<file path="src/design/ced_pkg.sv">
// Shared types and constants for the color error diffusion halftoner.
package ced_pkg;

    localparam int DEF_MAX_WIDTH  = 1024;
    localparam int DEF_VALUE_BITS = 20;
    localparam int MAX_HEIGHT     = 1024;
    localparam int QUEUE_DEPTH    = 4;

    localparam int CFG_W     = 11;
    localparam int CFG_IDX_W = 1;
    localparam logic [CFG_IDX_W-1:0] REG_IMAGE_WIDTH  = 1'd0;
    localparam logic [CFG_IDX_W-1:0] REG_IMAGE_HEIGHT = 1'd1;
    localparam logic [CFG_W-1:0]     RESET_SIZE       = 11'd256;
    localparam int MIN_SIZE = 3;

    // Ink values are held in units of 1/(255*256) of full ink.
    localparam int FULL_INK = 65280;
    localparam int INK_MID  = 32640;

    localparam logic [7:0] BYTE_WHITE = 8'd255;
    localparam logic [7:0] BYTE_BLACK = 8'd0;
    localparam int RGB_W = 24;

    typedef struct packed {
        logic [7:0] red_in;
        logic [7:0] green_in;
        logic [7:0] blue_in;
        logic       frame_start;
    } t_pix_in;

    typedef struct packed {
        logic [7:0] red_out;
        logic [7:0] green_out;
        logic [7:0] blue_out;
        logic       frame_end;
    } t_pix_out;

    // Classification of one pixel, made by the front and acted on by the back.
    typedef struct packed {
        logic interior;
        logic edge_write;
        logic row_one;
        logic row_start;
        logic frame_start;
        logic frame_end;
    } t_flags;

    localparam int FLAGS_W = $bits(t_flags);

endpackage

</file>
<file path="src/design/ced_queue.sv">
// Short queue that decouples the classifying front from the arithmetic back.
module ced_queue #(
    parameter int DW    = 8,
    parameter int DEPTH = ced_pkg::QUEUE_DEPTH
) (
    input  logic          i_clk,
    input  logic          i_rst_n,
    input  logic          i_push,
    input  logic [DW-1:0] i_data,
    output logic          o_full,
    input  logic          i_pop,
    output logic          o_valid,
    output logic [DW-1:0] o_data
);
    import ced_pkg::*;

    localparam int PW = (DEPTH > 1) ? $clog2(DEPTH) : 1;
    localparam int NW = $clog2(DEPTH + 1);

    logic [DW-1:0] r_mem [DEPTH];
    logic [PW-1:0] r_wr_ptr;
    logic [PW-1:0] r_rd_ptr;
    logic [NW-1:0] r_count;
    logic [PW-1:0] n_wr_ptr;
    logic [PW-1:0] n_rd_ptr;

    assign o_full  = (r_count == NW'(DEPTH));
    assign o_valid = (r_count != '0);
    assign o_data  = r_mem[r_rd_ptr];

    assign n_wr_ptr = (r_wr_ptr == PW'(DEPTH - 1)) ? '0 : r_wr_ptr + PW'(1);
    assign n_rd_ptr = (r_rd_ptr == PW'(DEPTH - 1)) ? '0 : r_rd_ptr + PW'(1);

    always_ff @(posedge i_clk) begin
        if (i_push) begin
            r_mem[r_wr_ptr] <= i_data;
        end
    end

    always_ff @(posedge i_clk) begin
        if (!i_rst_n) begin
            r_wr_ptr <= '0;
            r_rd_ptr <= '0;
            r_count  <= '0;
        end else begin
            if (i_push) begin
                r_wr_ptr <= n_wr_ptr;
            end
            if (i_pop) begin
                r_rd_ptr <= n_rd_ptr;
            end
            case ({i_push, i_pop})
                2'b10:   r_count <= r_count + NW'(1);
                2'b01:   r_count <= r_count - NW'(1);
                default: r_count <= r_count;
            endcase
        end
    end

endmodule

</file>
<file path="config.mk">
export PLATFORM = sky130hd
export DESIGN_NAME = ced_queue
export DESIGN_NICKNAME = d
export VERILOG_FILES = /design/src/design/ced_pkg.sv /design/src/design/ced_queue.sv
export SDC_FILE = /design/constraint.sdc
export NUM_CORES = 1
export LEC_CHECK = 0
export ABC_CLOCK_PERIOD_IN_PS = 2900
export BUFFER_PORTS_ARGS = -buffer_cell sky130_fd_sc_hd__buf_4
export CAP_MARGIN = 30
export CORE_MARGIN = 1.5
export CORE_UTILIZATION = 59
export CTS_CLUSTER_DIAMETER = 200
export DETAILED_ROUTE_END_ITERATION = 7
export PLACE_DENSITY = 0.9
export SETUP_SLACK_MARGIN = 0.2
export SLEW_MARGIN = 10
export SYNTH_ARGS = -nofsm -noshare
export SYNTH_HDL_FRONTEND = slang
export SYNTH_SLANG_ARGS = --single-unit
</file>
<file path="constraint.sdc">
create_clock -name i_clk -period 2.9 [get_ports i_clk]
set_input_delay 0.29 -clock i_clk [delete_from_list [all_inputs] [get_ports i_clk]]
set_output_delay 0.29 -clock i_clk [all_outputs]
set_load 0.01 [all_outputs]
</file>
---- Word-level counts from Yosys, hierarchy flattened ----
Memory sizes are Yosys's and may differ from the RTL's. A register that Yosys moved wholly into a read port is not among the register bits.
Index checks and enable logic that the tools add are counted.
operators by class
  add/sub/neg operators ................... 4
  mux-type cells .......................... 7
  reductions and logical operators ........ 2
  equality and inequality tests ........... 5
operators with widths
  operator                                          number
  two-way mux 2 bit                                 4
  == test 2 bit, second input constant              3
  one-hot mux 3 bit (2 select lines)                1
  adder 2 x 1 -> 2 bit, second input constant       2
  adder 3 x 1 -> 3 bit, second input constant       1
  == test 3 bit, second input constant              1
  nonzero test 3 bit                                1
  subtractor 3 x 1 -> 3 bit, second input constant  1
  == test 2 x 1 -> 1 bit, second input constant     1
  two-way mux 1 bit                                 2
  nonzero test 2 bit                                1
storage, ports and cells
  logic and storage cells ................. 22
  memories kept ........................... 1
  RAM bits ................................ 32
  bits in registers ....................... 7
memories
  name   words  width  rd ports  clocked after Yosys merged registers in  write ports  line             RTL
  r_mem  4      8      1         1                                        1            ced_queue.sv:20  logic [DW-1:0] r_mem [DEPTH];

---- Depth between registers and ports, before layout ----
  word-level depth ........................ 4
  gate-level depth with buffers ........... 6
  mapped depth without buffers ............ 6

---- Worst setup path before layout ----
OpenSTA, ideal clock, no wires.
  kind .................................... input-to-reg
  from .................................... input port i_push
  to ...................................... register r_count[2]
  data arrival time ....................... 1463 ps
  setup time .............................. 70 ps
  stages .................................. 6
  path buffers ............................ 0
  setup slack ............................. 1367 ps
  path through ............................ inv_1 > ha_1 > fa_1 > xnor2_1 > or3_1 > a21boi_1
on the way
  longest elaborated chain between the ends .. 2
ends and longest elaborated chain
  element                                                                   line             RTL
  start: declaration                                                        ced_queue.sv:8   input logic i_push,
  == test 2 x 1 -> 1 bit or == test 2 bit (tied branches)                   ced_queue.sv:52  case ({i_push, i_pop})
  one-hot mux 3 bit (2 select lines) or nonzero test 2 bit (tied branches)  -
  end signal: assignment                                                    ced_queue.sv:53  2'b10: r_count <= r_count + NW'(1);
  end signal: assignment                                                    ced_queue.sv:54  2'b01: r_count <= r_count - NW'(1);
  end signal: assignment                                                    ced_queue.sv:55  default: r_count <= r_count;
  end: declaration                                                          ced_queue.sv:23  logic [NW-1:0] r_count;
Parallel ways exist; a longest one is shown, timed or not.
A chain may end at the register's enable or synchronous reset.

==> impl_metrics.tcl <==
set metrics [dict create \
    io_pins 22 \
    p_leak_nw 0.688 \
    utilization 0.745 \
    rsz0062_at_grt "false" \
    drive_gt1_frac 0.321 \
    synth_cells 85 \
    tritoncts "built" \
    ir_drop_mv 0.565 \
    yosysTopAreaCellShare 0.595 \
    post_drt_wl_per_cell_um 17.9 \
    die_x_um 55.3 \
    grt-ovfl-total 0 \
    synth.distinct_cells 18 \
    ff2ff_setup_slack_ns 1.40 \
    grt_max_degree 13 \
    hold_class "input pin to flip-flop" \
    path_clk_slew_ns 0.12 \
    ctsResizeCount 0 \
    hold_buffers 0 \
    yosys_warnings 0 \
    grt_pass1_wl_mm 4.04 \
    max_freq_mhz 487 \
    via_per_inst 5.66 \
    routed_wl_mm 2.54 \
    rr_startpoint "r_count[0]$_SDFFE_PN0P_" \
    clk_latency_ns 0.33 \
    power.density_nw_per_um2 640 \
    crit_end "o_data[0]" \
    fin_crit_sh 0.708 \
    critPathLaunchType "flip-flop" \
    fp-row-count 18 \
    crit_arrival_ns 1.76 \
    worstMarginPinSlew_ns 0.552 \
    async_flop_share 0 \
    remaining_drc_errors 0 \
    synth_ff_type "edfxtp_1" \
    ys_top_cells_by_area "edfxtp_1, dfxtp_1, mux4_2" \
    die_area_sq_um 3060 \
    setup_slack_ns 0.847 \
    dpl.hpwl_mm 1.82 \
    ant_nets 0 \
    initial_core_util 0.640 \
    r2r_end "r_count[2]$_SDFFE_PN0P_" \
    port-buffer-count 21 \
    slew_violations 0 \
    grt_pass1_vias 864 \
    worstPathRequired_ns 2.61 \
    setup_violations 0 \
    pre_cts_ws_ns 1.13 \
    whs_ns 0.151 \
    worstRegToRegCells 4 \
    vias 804 \
    numCtsBuffers 5 \
    path_class "flip-flop to primary output" \
    drt-initial-drc-count 9 \
    dr.pass1.iters 4 \
    track_usage 0.182 \
    gp_congestion 0.621 \
    end_kind "primary output" \
    root_buffer "clkbuf_4" \
    die_h_um 55.3 \
    hold_viol 0 \
    skew_ns 0.00995 \
    cts_setup_buffers 0 \
    outcome "finished, final reports clean" \
    slew_headroom 0.631 \
    synth_area_leader_cell "edfxtp_1" \
    syn_nets 104 \
    synth_seq_cells 41 \
    synth_edf_count 32 \
    yosysSeqAreaShare 0.707 \
    cts_htree_levels 2 \
    final.setup.tns_ns 0 \
    nNetsFinal 130 \
    area_growth_pct 16.4 \
    cts_buffer_depth 2 \
    synth_most_common_cell "edfxtp_1" \
    synth_common_cells "edfxtp_1, dfxtp_1, mux4_2" \
    drv_cap 0 \
    synth_area_per_cell_sq_um 19.0 \
    core_sq_um 2520 \
    diodes 0 \
    fin_crit_ns 2.05 \
    antenna_found_initial 0 \
    crit_fanout 8 \
    syn_area_sq_um 1610 \
    clock_sinks 41 \
]
[placed cells by master, fill, tap and decap left out]
cell type,netlist,layout
edfxtp_1,32,32
buf_4,0,21
dfxtp_1,9,9
mux4_2,8,8
ha_1,6,6
and2_1,5,5
nor2b_1,5,5
clkbuf_4,0,5
inv_1,3,3
nor3b_1,3,3
mux2i_1,3,3
or3_1,2,2
xnor2_1,2,2
a21oi_1,1,1
o21a_1,1,1
o21ai_0,1,1
a21boi_1,1,1
fa_1,1,1
bufinv_16,0,1
clkbuf_8,0,1
clkbuf_1,0,1
[routing by layer]
metal	GRT usage	part of all wire	up-vias
li1	-	-	381
met1	0.207	0.41	398
met2	0.318	0.54	23
met3	0.0539	0.044	2
met4	0.0767	0.0059	0
met5	0	0	-
[state kept, by name, indices dropped and copies added, names as in the netlist, named ones only]
name	flops
r_wr_ptr	2
r_mem	32
r_count	3
r_rd_ptr	2
[per-stage QoR]
step / instances / area (sq um) / total power, mW
2_1_floorplan: 85 / 1610 / 0.776
3_3_place_gp: 134 / 1790 / 0.831
3_5_place_dp: 134 / 1790 / 0.841
4_1_cts: 142 / 1880 / 1.21
5_1_grt: 142 / 1880 / 1.25
6_report: 142 / 1880 / 1.20
[area by class of cell]
| class | instances | area, sq um |
|---|---|---|
| Tap cell | 30 | 37.5 |
| Multi-Input combinational cell | 39 | 445 |
| Fill cell | 157 | 644 |
| Sequential cell | 41 | 1140 |
| Inverter | 3 | 11.3 |
| Timing Repair Buffer | 21 | 158 |
| Clock buffer | 7 | 55.1 |
| Clock inverter | 1 | 30.0 |
[report_power, final]
group	switching (mW)	internal, mW	leakage [nW]
Sequential	0.0233	0.664	0.368
Combinational	0.0592	0.0789	0.274
Clock	0.170	0.206	0.0455
Total	0.252	0.949	0.688
[worst min-delay path by stage]
stage,start,to,depth (start not counted)
final,i_data[2],r_mem[1][2]$_DFFE_PP_,1
after global routing,i_data[3],r_mem[0][3]$_DFFE_PP_,1
after CTS,i_data[0],r_mem[0][0]$_DFFE_PP_,1
after detailed placement,i_data[0],r_mem[1][0]$_DFFE_PP_,1
after global placement,r_count[2]$_SDFFE_PN0P_,r_count[2]$_SDFFE_PN0P_,2
after floorplan,i_data[0],r_mem[0][0]$_DFFE_PP_,0
[logic make-up after synthesis]
logic type      count (synthesis)  share of synthesized area
flops                          41                      0.707
buf+inv                         5                     0.0171
simple gates                   15                     0.0605
compound gates                  4                     0.0155
xor+xnor                        2                     0.0109
fa+ha+maj                       7                     0.0589
mux                            11                      0.130
[worst max-delay path, stage by stage (launching register included)]
cell and delay [ns]:
dfxtp_1 0.69, mux4_2 0.58, buf_4 0.16
(Power assumes the default switching activity.)
