## src/design/ced_pkg.sv

```systemverilog
// Shared types and constants for the color error diffusion halftoner.
package ced_pkg;

    localparam int DEF_MAX_WIDTH  = 1024;
    localparam int DEF_VALUE_BITS = 20;
    localparam int MAX_HEIGHT     = 1024;
    localparam int QUEUE_DEPTH    = 4;

    localparam int CFG_W     = 11;
    localparam int CFG_IDX_W = 1;
    localparam logic [CFG_IDX_W-1:0] REG_IMAGE_WIDTH  = 1'd0;
    localparam logic [CFG_IDX_W-1:0] REG_IMAGE_HEIGHT = 1'd1;
    localparam logic [CFG_W-1:0]     RESET_SIZE       = 11'd256;
    localparam int MIN_SIZE = 3;

    // Ink values are held in units of 1/(255*256) of full ink.
    localparam int FULL_INK = 65280;
    localparam int INK_MID  = 32640;

    localparam logic [7:0] BYTE_WHITE = 8'd255;
    localparam logic [7:0] BYTE_BLACK = 8'd0;
    localparam int RGB_W = 24;

    typedef struct packed {
        logic [7:0] red_in;
        logic [7:0] green_in;
        logic [7:0] blue_in;
        logic       frame_start;
    } t_pix_in;

    typedef struct packed {
        logic [7:0] red_out;
        logic [7:0] green_out;
        logic [7:0] blue_out;
        logic       frame_end;
    } t_pix_out;

    // Classification of one pixel, made by the front and acted on by the back.
    typedef struct packed {
        logic interior;
        logic edge_write;
        logic row_one;
        logic row_start;
        logic frame_start;
        logic frame_end;
    } t_flags;

    localparam int FLAGS_W = $bits(t_flags);

endpackage

```

## src/design/ced_front.sv

```systemverilog
// Front part: size registers, raster position tracking and pixel classification.
module ced_front #(
    parameter int MAX_WIDTH = ced_pkg::DEF_MAX_WIDTH
) (
    input  logic                                i_clk,
    input  logic                                i_rst_n,
    input  logic                                i_cfg_we,
    input  logic [ced_pkg::CFG_IDX_W-1:0]       i_cfg_idx,
    input  logic [ced_pkg::CFG_W-1:0]           i_cfg_data,
    input  logic                                i_push,
    input  ced_pkg::t_pix_in                    i_pix,
    output ced_pkg::t_flags                     o_flags,
    output logic [$clog2(MAX_WIDTH)-1:0]        o_col,
    output logic [ced_pkg::RGB_W-1:0]           o_rgb
);
    import ced_pkg::*;

    localparam int CW    = $clog2(MAX_WIDTH);
    localparam int RW    = $clog2(MAX_HEIGHT);
    localparam int WW    = $clog2(MAX_WIDTH + 1);
    localparam int CMP_W = ((WW > CFG_W) ? WW : CFG_W) + 1;
    localparam int HW    = ((RW + 1 > CFG_W) ? RW + 1 : CFG_W) + 1;

    logic [CFG_W-1:0] r_cfg_w;
    logic [CFG_W-1:0] r_cfg_h;
    logic [CW-1:0]    r_col;
    logic [RW-1:0]    r_row;

    logic [CMP_W-1:0] w_ext;
    logic [CMP_W-1:0] w_eff;
    logic [HW-1:0]    h_ext;
    logic [HW-1:0]    h_eff;
    logic [CW-1:0]    col;
    logic [RW-1:0]    row;
    logic             last_col;
    logic             last_row;

    always_comb begin
        w_ext = CMP_W'(r_cfg_w);
        if (w_ext < CMP_W'(MIN_SIZE)) begin
            w_eff = CMP_W'(MIN_SIZE);
        end else if (w_ext > CMP_W'(MAX_WIDTH)) begin
            w_eff = CMP_W'(MAX_WIDTH);
        end else begin
            w_eff = w_ext;
        end
        h_ext = HW'(r_cfg_h);
        if (h_ext < HW'(MIN_SIZE)) begin
            h_eff = HW'(MIN_SIZE);
        end else if (h_ext > HW'(MAX_HEIGHT)) begin
            h_eff = HW'(MAX_HEIGHT);
        end else begin
            h_eff = h_ext;
        end
    end

    // A frame start forces the position back to the top left corner.
    assign col = i_pix.frame_start ? '0 : r_col;
    assign row = i_pix.frame_start ? '0 : r_row;

    assign last_col = (CMP_W'(col) + CMP_W'(1)) >= w_eff;
    assign last_row = (HW'(row) + HW'(1)) >= h_eff;

    always_comb begin
        o_flags.interior    = (row != '0) && !last_row && (col != '0) && !last_col;
        o_flags.edge_write  = last_col && (row != '0) && !last_row && (col != '0);
        o_flags.row_one     = (row == RW'(1));
        o_flags.row_start   = (col == '0);
        o_flags.frame_start = i_pix.frame_start;
        o_flags.frame_end   = last_col && last_row;
    end

    assign o_col = col;
    assign o_rgb = {i_pix.red_in, i_pix.green_in, i_pix.blue_in};

    always_ff @(posedge i_clk) begin
        if (!i_rst_n) begin
            r_cfg_w <= RESET_SIZE;
            r_cfg_h <= RESET_SIZE;
            r_col   <= '0;
            r_row   <= '0;
        end else begin
            if (i_cfg_we) begin
                case (i_cfg_idx)
                    REG_IMAGE_WIDTH:  r_cfg_w <= i_cfg_data;
                    REG_IMAGE_HEIGHT: r_cfg_h <= i_cfg_data;
                    default: ;
                endcase
            end
            if (i_push) begin
                if (last_col) begin
                    r_col <= '0;
                    r_row <= last_row ? '0 : row + RW'(1);
                end else begin
                    r_col <= col + CW'(1);
                    r_row <= row;
                end
            end
        end
    end

endmodule

```

## config.mk

```make
export PLATFORM = sky130hd
export DESIGN_NAME = ced_front
export DESIGN_NICKNAME = d
export VERILOG_FILES = /design/src/design/ced_pkg.sv /design/src/design/ced_front.sv
export SDC_FILE = /design/constraint.sdc
export NUM_CORES = 1
export LEC_CHECK = 0
export BUFFER_PORTS_ARGS = -buffer_cell sky130_fd_sc_hd__buf_2
export CAP_MARGIN = 20
export CORE_UTILIZATION = 53
export DETAILED_ROUTE_END_ITERATION = 7
export GPL_TIMING_DRIVEN = 0
export PLACE_DENSITY = 0.83
export SETUP_SLACK_MARGIN = 0.1
export SLEW_MARGIN = 25
export SYNTH_ARGS = -nofsm -noshare
export SYNTH_HDL_FRONTEND = slang
export SYNTH_SLANG_ARGS = --single-unit
```

## constraint.sdc

```tcl
create_clock -name i_clk -period 4.8 [get_ports i_clk]
set_input_delay 0.72 -clock i_clk [delete_from_list [all_inputs] [get_ports i_clk]]
set_output_delay 0.72 -clock i_clk [all_outputs]
set_load 0.005 [all_outputs]
```

# ---- Yosys cells after proc, flatten, opt, wreduce, memory -nomap -nowiden
# Index checks and enable logic that the tools add are counted.
dict set report totals {
  reg_bits 42
  elab_cells 39
}
dict set report op_classes {
  addsub 4
  order_cmp 6
  n_eq_ne 1
  n_mux 9
  n_bitwise 1
  reduce_logical 14
}
# op count
set op_table {}
lappend op_table {{$mux W10} 5}
lappend op_table {{$mux W11} 4}
lappend op_table {{$ge A11 B12 Y1} 2}
lappend op_table {{$add A10 B1 Y11 const B} 2}
lappend op_table {{$gt A11 B11 Y1 const B} 2}
lappend op_table {{$lt A11 B2 Y1 const B} 2}
lappend op_table {{$add A10 B1 Y10 const B} 2}
lappend op_table {{$reduce_bool A10 Y1} 2}
lappend op_table {{$eq A10 B1 Y1 const B} 1}
lappend op_table {{$logic_not A10 Y1} 1}
lappend op_table {{$logic_and A1 B1 Y1} 7}
lappend op_table {{$reduce_and A2 Y1} 2}
lappend op_table {{$logic_not A1 Y1} 2}
lappend op_table {{$not A1 Y1} 1}

# ---- Depth between registers and ports, before layout
dict set report logic_depth {
  word_depth 8
  depth_mapped 16
}

# ---- Worst setup path after synthesis
# No wires, ideal clock.
dict set report synth_path {
  path_type {input -> output}
  start {input port i_pix[0] (netlist name)}
  end {output port o_flags[5] (netlist name)}
  arrival_ns 3.180
  required_ns 4.080
  setup_slack_ns 0.900
  cell_stages 16
  path_buffers 2
  path_cell_list {inv_1 > nand2_1 > inv_1 > ha_1 > and3_1 > and3_1 > and3_1 > ha_1 > a21oi_1 > o211ai_1 > nor2_1 > and2_4 > buf_6 > clkbuf_1 > inv_1 > nor3_1}
}
# element line
set synth_rtl {}
lappend synth_rtl {{from (decl)} ced_front.sv:11} ;# input ced_pkg::t_pix_in i_pix,
lappend synth_rtl {{to (decl)} ced_front.sv:12} ;# output ced_pkg::t_flags o_flags,

==> flow_results.xml <==
<?xml version="1.0" encoding="UTF-8"?>
<metrics>
  <group name="sta">
    <metric name="final.min_clock_period" unit="ps">4300</metric>
    <metric name="hold-worst-slack" unit="ps">469</metric>
    <metric name="total_negative_setup_slacks" unit="ps">0</metric>
    <metric name="final.setup_skew" unit="ps">9.65</metric>
    <metric name="timing.slew.headroom" unit="%">62.2</metric>
    <metric name="slew_violations" unit="">0</metric>
    <metric name="hold_viol" unit="">0</metric>
    <metric name="unrepaired_setup_endpoints_after_global_routing" unit="">no</metric>
    <metric name="period_share" unit="%">89.5</metric>
    <metric name="tightest_slew" unit="ps">567</metric>
    <metric name="fmax" unit="GHz">0.233</metric>
    <metric name="timing.final.setup_violations" unit="">0</metric>
  </group>
  <group name="synth">
    <metric name="netlist_area" unit="sq mm">0.00292</metric>
    <metric name="synth-warning-count" unit="">0</metric>
    <metric name="synth_cell_types" unit="">45</metric>
    <metric name="synth.avg_cell_area" unit="sq um">7.79</metric>
    <metric name="dominantRegCellSynth" unit="">sky130_fd_sc_hd__dfxtp_1</metric>
    <metric name="synth_sequential_area_ratio" unit="%">28.8</metric>
    <metric name="synthesis.instances" unit="">375</metric>
    <metric name="synth_async_sr_flop_share" unit="%">0</metric>
    <metric name="syn-num-nets" unit="">443</metric>
    <metric name="synth_enable_flop_cells" unit="">0</metric>
    <metric name="yosys_register_bits" unit="">42</metric>
  </group>
  <group name="clocking">
    <metric name="cts_tree" unit="">built</metric>
    <metric name="post_cts_resize_count" unit="">0</metric>
    <metric name="clockRootBuffer" unit="">sky130_fd_sc_hd__clkbuf_8</metric>
    <metric name="clock_edge_transition_at_the_registers_on_the_reported_setup_and_hold_paths" unit="ps">70</metric>
    <metric name="postCtsSetupBuffers" unit="">0</metric>
    <metric name="cts_made_buffers" unit="">5</metric>
    <metric name="holdBufCountCts" unit="">0</metric>
    <metric name="clock_sinks" unit="">42</metric>
    <metric name="cts_buffer_depth" unit="">2</metric>
    <metric name="ctsHtreeMaxLevel" unit="">2</metric>
    <metric name="clk-insertion-delay-late" unit="ps">300</metric>
  </group>
  <group name="floorplanning">
    <metric name="ioPinCount" unit="">81</metric>
    <metric name="dieArea" unit="sq mm">0.00582</metric>
    <metric name="core_area" unit="sq mm">0.00520</metric>
    <metric name="rows" unit="">26</metric>
    <metric name="initial_core_util" unit="%">56.2</metric>
    <metric name="die_w" unit="microns">76.3</metric>
    <metric name="floorplan.die.height" unit="microns">76.3</metric>
  </group>
  <group name="setup_path">
    <metric name="timing.critical_path.mode_cell" unit="">sky130_fd_sc_hd__inv_1</metric>
    <metric name="critical_path_s_slowest_cell" unit="">sky130_fd_sc_hd__ha_1</metric>
    <metric name="criticalPathCategory" unit="">input pin to output port</metric>
    <metric name="cpPeakStageDelay" unit="ps">280</metric>
    <metric name="cell_type_group_with_the_largest_total_delay_on_the_critical_path" unit="">simple AND/OR/NAND/NOR gates</metric>
    <metric name="worst_ep_arrival_time" unit="ps">3580</metric>
    <metric name="path_buf_inv" unit="">6</metric>
    <metric name="critical_path_required" unit="ps">4080</metric>
    <metric name="r2r_cells" unit="">14</metric>
    <metric name="rrSetupSlack" unit="ps">1630</metric>
    <metric name="cp_cell_sequence" unit="">buf_2, inv_1, nand2_1, inv_1, ha_1, and3_1, and3_1, xor2_1, ha_1, nand3_2, o211ai_1, nor2_1, and2_4, buf_6, inv_1, nor3_1, buf_2</metric>
    <metric name="start_kind" unit="">input pin</metric>
    <metric name="critPathMaxFanout" unit="">17</metric>
    <metric name="critical_path.reg2reg.startpoint" unit="">r_col[0]$_SDFFE_PN0P_</metric>
    <metric name="crit_start" unit="">i_pix[0]</metric>
    <metric name="cp-end-kind" unit="">output port</metric>
    <metric name="regToRegEndpoint" unit="">r_row[6]$_SDFFE_PN0P_</metric>
  </group>
  <group name="cells_and_area">
    <metric name="filler_cell_count" unit="">463</metric>
    <metric name="final_layout_net_count" unit="">504</metric>
    <metric name="final_layout_size_suffix_gt1_share" unit="%">21.6</metric>
    <metric name="area_growth" unit="%">15.1</metric>
    <metric name="mostFrequentLayoutCells" unit="">86 x sky130_fd_sc_hd__nand2_1, 57 x sky130_fd_sc_hd__buf_2, 42 x sky130_fd_sc_hd__dfxtp_1</metric>
    <metric name="antenna_diode_count" unit="">0</metric>
    <metric name="final_common_cell" unit="">sky130_fd_sc_hd__nand2_1</metric>
  </group>
  <group name="global_routing">
    <metric name="grt_pass1_wl" unit="mm">11.0</metric>
    <metric name="antenna_found_initial" unit="">0</metric>
    <metric name="via_count_of_the_first_global_routing_pass" unit="">2399</metric>
    <metric name="pin_count_of_the_biggest_net_entering_global_routing" unit="">12</metric>
    <metric name="global_route.overflow_total" unit="">0</metric>
    <metric name="grt_use_total" unit="%">23.2</metric>
  </group>
  <group name="job">
    <metric name="timing.max_cap.violations" unit="">0</metric>
  </group>
  <group name="min_path">
    <metric name="worst_hold_path_ep" unit="">r_cfg_h[1]$_SDFFE_PN0P_</metric>
    <metric name="hold_path.startpoint" unit="">r_cfg_h[1]$_SDFFE_PN0P_</metric>
    <metric name="worst_hold_depth" unit="">2</metric>
    <metric name="hp-class" unit="">register to register</metric>
  </group>
  <group name="routing">
    <metric name="post_drt_wl_per_cell" unit="microns">13.0</metric>
    <metric name="detail-route-antenna-nets" unit="">0</metric>
    <metric name="drt-initial-drc-count" unit="">211</metric>
    <metric name="drcViolationCount" unit="">0</metric>
    <metric name="wirelength" unit="mm">6.55</metric>
    <metric name="firstDrtPassIters" unit="">4</metric>
    <metric name="via_total_after_detailed_routing" unit="">2704</metric>
    <metric name="drt-vias-per-instance" unit="">5.35</metric>
  </group>
  <group name="outcome">
    <metric name="run_status" unit="">completed</metric>
  </group>
  <group name="power">
    <metric name="ir_worst_vdd" unit="mV">0.151</metric>
    <metric name="static-leakage-power" unit="uW">0.00157</metric>
    <metric name="p_per_area" unit="mW/mm^2">214</metric>
  </group>
  <group name="place">
    <metric name="half_perimeter_wire_length_of_the_detailed_placement_result" unit="mm">5.10</metric>
    <metric name="gp_congestion" unit="">0.884</metric>
    <metric name="port-buffer-count" unit="">55</metric>
  </group>
</metrics>
report_power, final:
part,switching [uW],internal [uW],total [uW]
Combinational,65.2,57.8,123
Sequential,7.79,359,366
Clock,119,111,230
worst reg2reg max path, delay by kind of cell (launching register included):
| kind | cells | cell delay (ps) |
|---|---|---|
| AO/OA/AOI/OAI | 2 | 320 |
| adder cells (fa/ha/maj) | 2 | 570 |
| AND/OR/NAND/NOR | 8 | 1630 |
| flip-flops | 1 | 320 |
| buffers and inverters | 2 | 250 |
routing by layer:
layer	track usage (%)	share of wire (%)	vias up
li1	-	-	1385
met2	37.3	46	90
met1	31.5	48	1224
met3	5.27	5.8	5
met4	5.38	0.84	0
met5	0	0	-
stage by stage:
stage                     util [%]  std cells  power (uW)  setup WS, ps  cell area [sq um]
after floorplan                  -        375         457           900               2920
after global placement        63.1        500         494           231               3290
after detailed placement      63.1        500         498           131               3290
after CTS                     64.7        506         721           120               3370
after global routing          64.6        505         748           182               3360
final                         64.6        505         719           504               3360
Yosys cell counts (2+ instances only):
master / instances / share of area, %
sky130_fd_sc_hd__nand2_1: 86 / 11
sky130_fd_sc_hd__dfxtp_1: 42 / 29
sky130_fd_sc_hd__a21boi_0: 28 / 7.2
sky130_fd_sc_hd__ha_1: 27 / 12
sky130_fd_sc_hd__buf_4: 25 / 6.4
sky130_fd_sc_hd__nand3_1: 21 / 3.6
sky130_fd_sc_hd__nor2_1: 15 / 1.9
sky130_fd_sc_hd__a21oi_1: 12 / 2.1
sky130_fd_sc_hd__nor2b_1: 11 / 2.4
sky130_fd_sc_hd__clkbuf_1: 10 / 1.3
sky130_fd_sc_hd__inv_1: 9 / 1.2
sky130_fd_sc_hd__xor2_1: 9 / 2.7
sky130_fd_sc_hd__a22o_1: 8 / 2.4
sky130_fd_sc_hd__nor4_1: 7 / 1.5
sky130_fd_sc_hd__xnor2_1: 6 / 1.8
sky130_fd_sc_hd__nor3_1: 5 / 0.86
sky130_fd_sc_hd__and3_1: 4 / 0.86
sky130_fd_sc_hd__nand2b_1: 4 / 0.86
sky130_fd_sc_hd__o21ai_0: 4 / 0.68
sky130_fd_sc_hd__a21boi_1: 3 / 0.77
sky130_fd_sc_hd__a21o_1: 3 / 0.77
sky130_fd_sc_hd__buf_1: 3 / 0.39
sky130_fd_sc_hd__o21bai_1: 3 / 0.77
sky130_fd_sc_hd__a31oi_1: 2 / 0.43
sky130_fd_sc_hd__and2_1: 2 / 0.43
sky130_fd_sc_hd__and4b_1: 2 / 0.68
sky130_fd_sc_hd__buf_2: 2 / 0.34
sky130_fd_sc_hd__clkinv_1: 2 / 0.26
sky130_fd_sc_hd__nand4_1: 2 / 0.43
sky130_fd_sc_hd__nor3b_1: 2 / 0.51
sky130_fd_sc_hd__o211ai_1: 2 / 0.51
final cells by class:
cell class / instances / area [sq um] / area share, %
tap: 70 / 87.6 / 2.60
multi-input combinational: 281 / 1780 / 53.0
clock buffer: 6 / 82.6 / 2.45
inverter: 11 / 41.3 / 1.23
timing repair buffer: 55 / 275 / 8.18
buffer: 40 / 254 / 7.55
sequential: 42 / 841 / 25.0
registers in the layout, summed over array words and instances (netlist names):
register / cells
r_col: 10
r_row: 10
r_cfg_w: 11
r_cfg_h: 11
worst max path at each step:
| stage | slack (ps) | cells after the start | endpoint |
|---|---|---|---|
| 2_1_floorplan | 900 | 16 | o_flags[5] |
| 3_3_place_gp | 230 | 18 | o_flags[5] |
| 3_5_place_dp | 130 | 18 | o_flags[5] |
| 4_1_cts | 120 | 18 | o_flags[5] |
| 5_1_grt | 180 | 16 | o_flags[5] |
| 6_report | 500 | 17 | o_flags[5] |
cell families (layout without fill, tap and decap cells):
kind of cell    Yosys count  after routing  synth area share (%)
compound gates           69             69                  16.7
buf+inv                  52            112                  10.2
fa+ha+maj                27             27                  11.6
xor+xnor                 15             15                  4.49
flops                    42             42                  28.8
simple gates            170            170                  28.3
No activity file was read; power rests on OpenSTA's default activity.
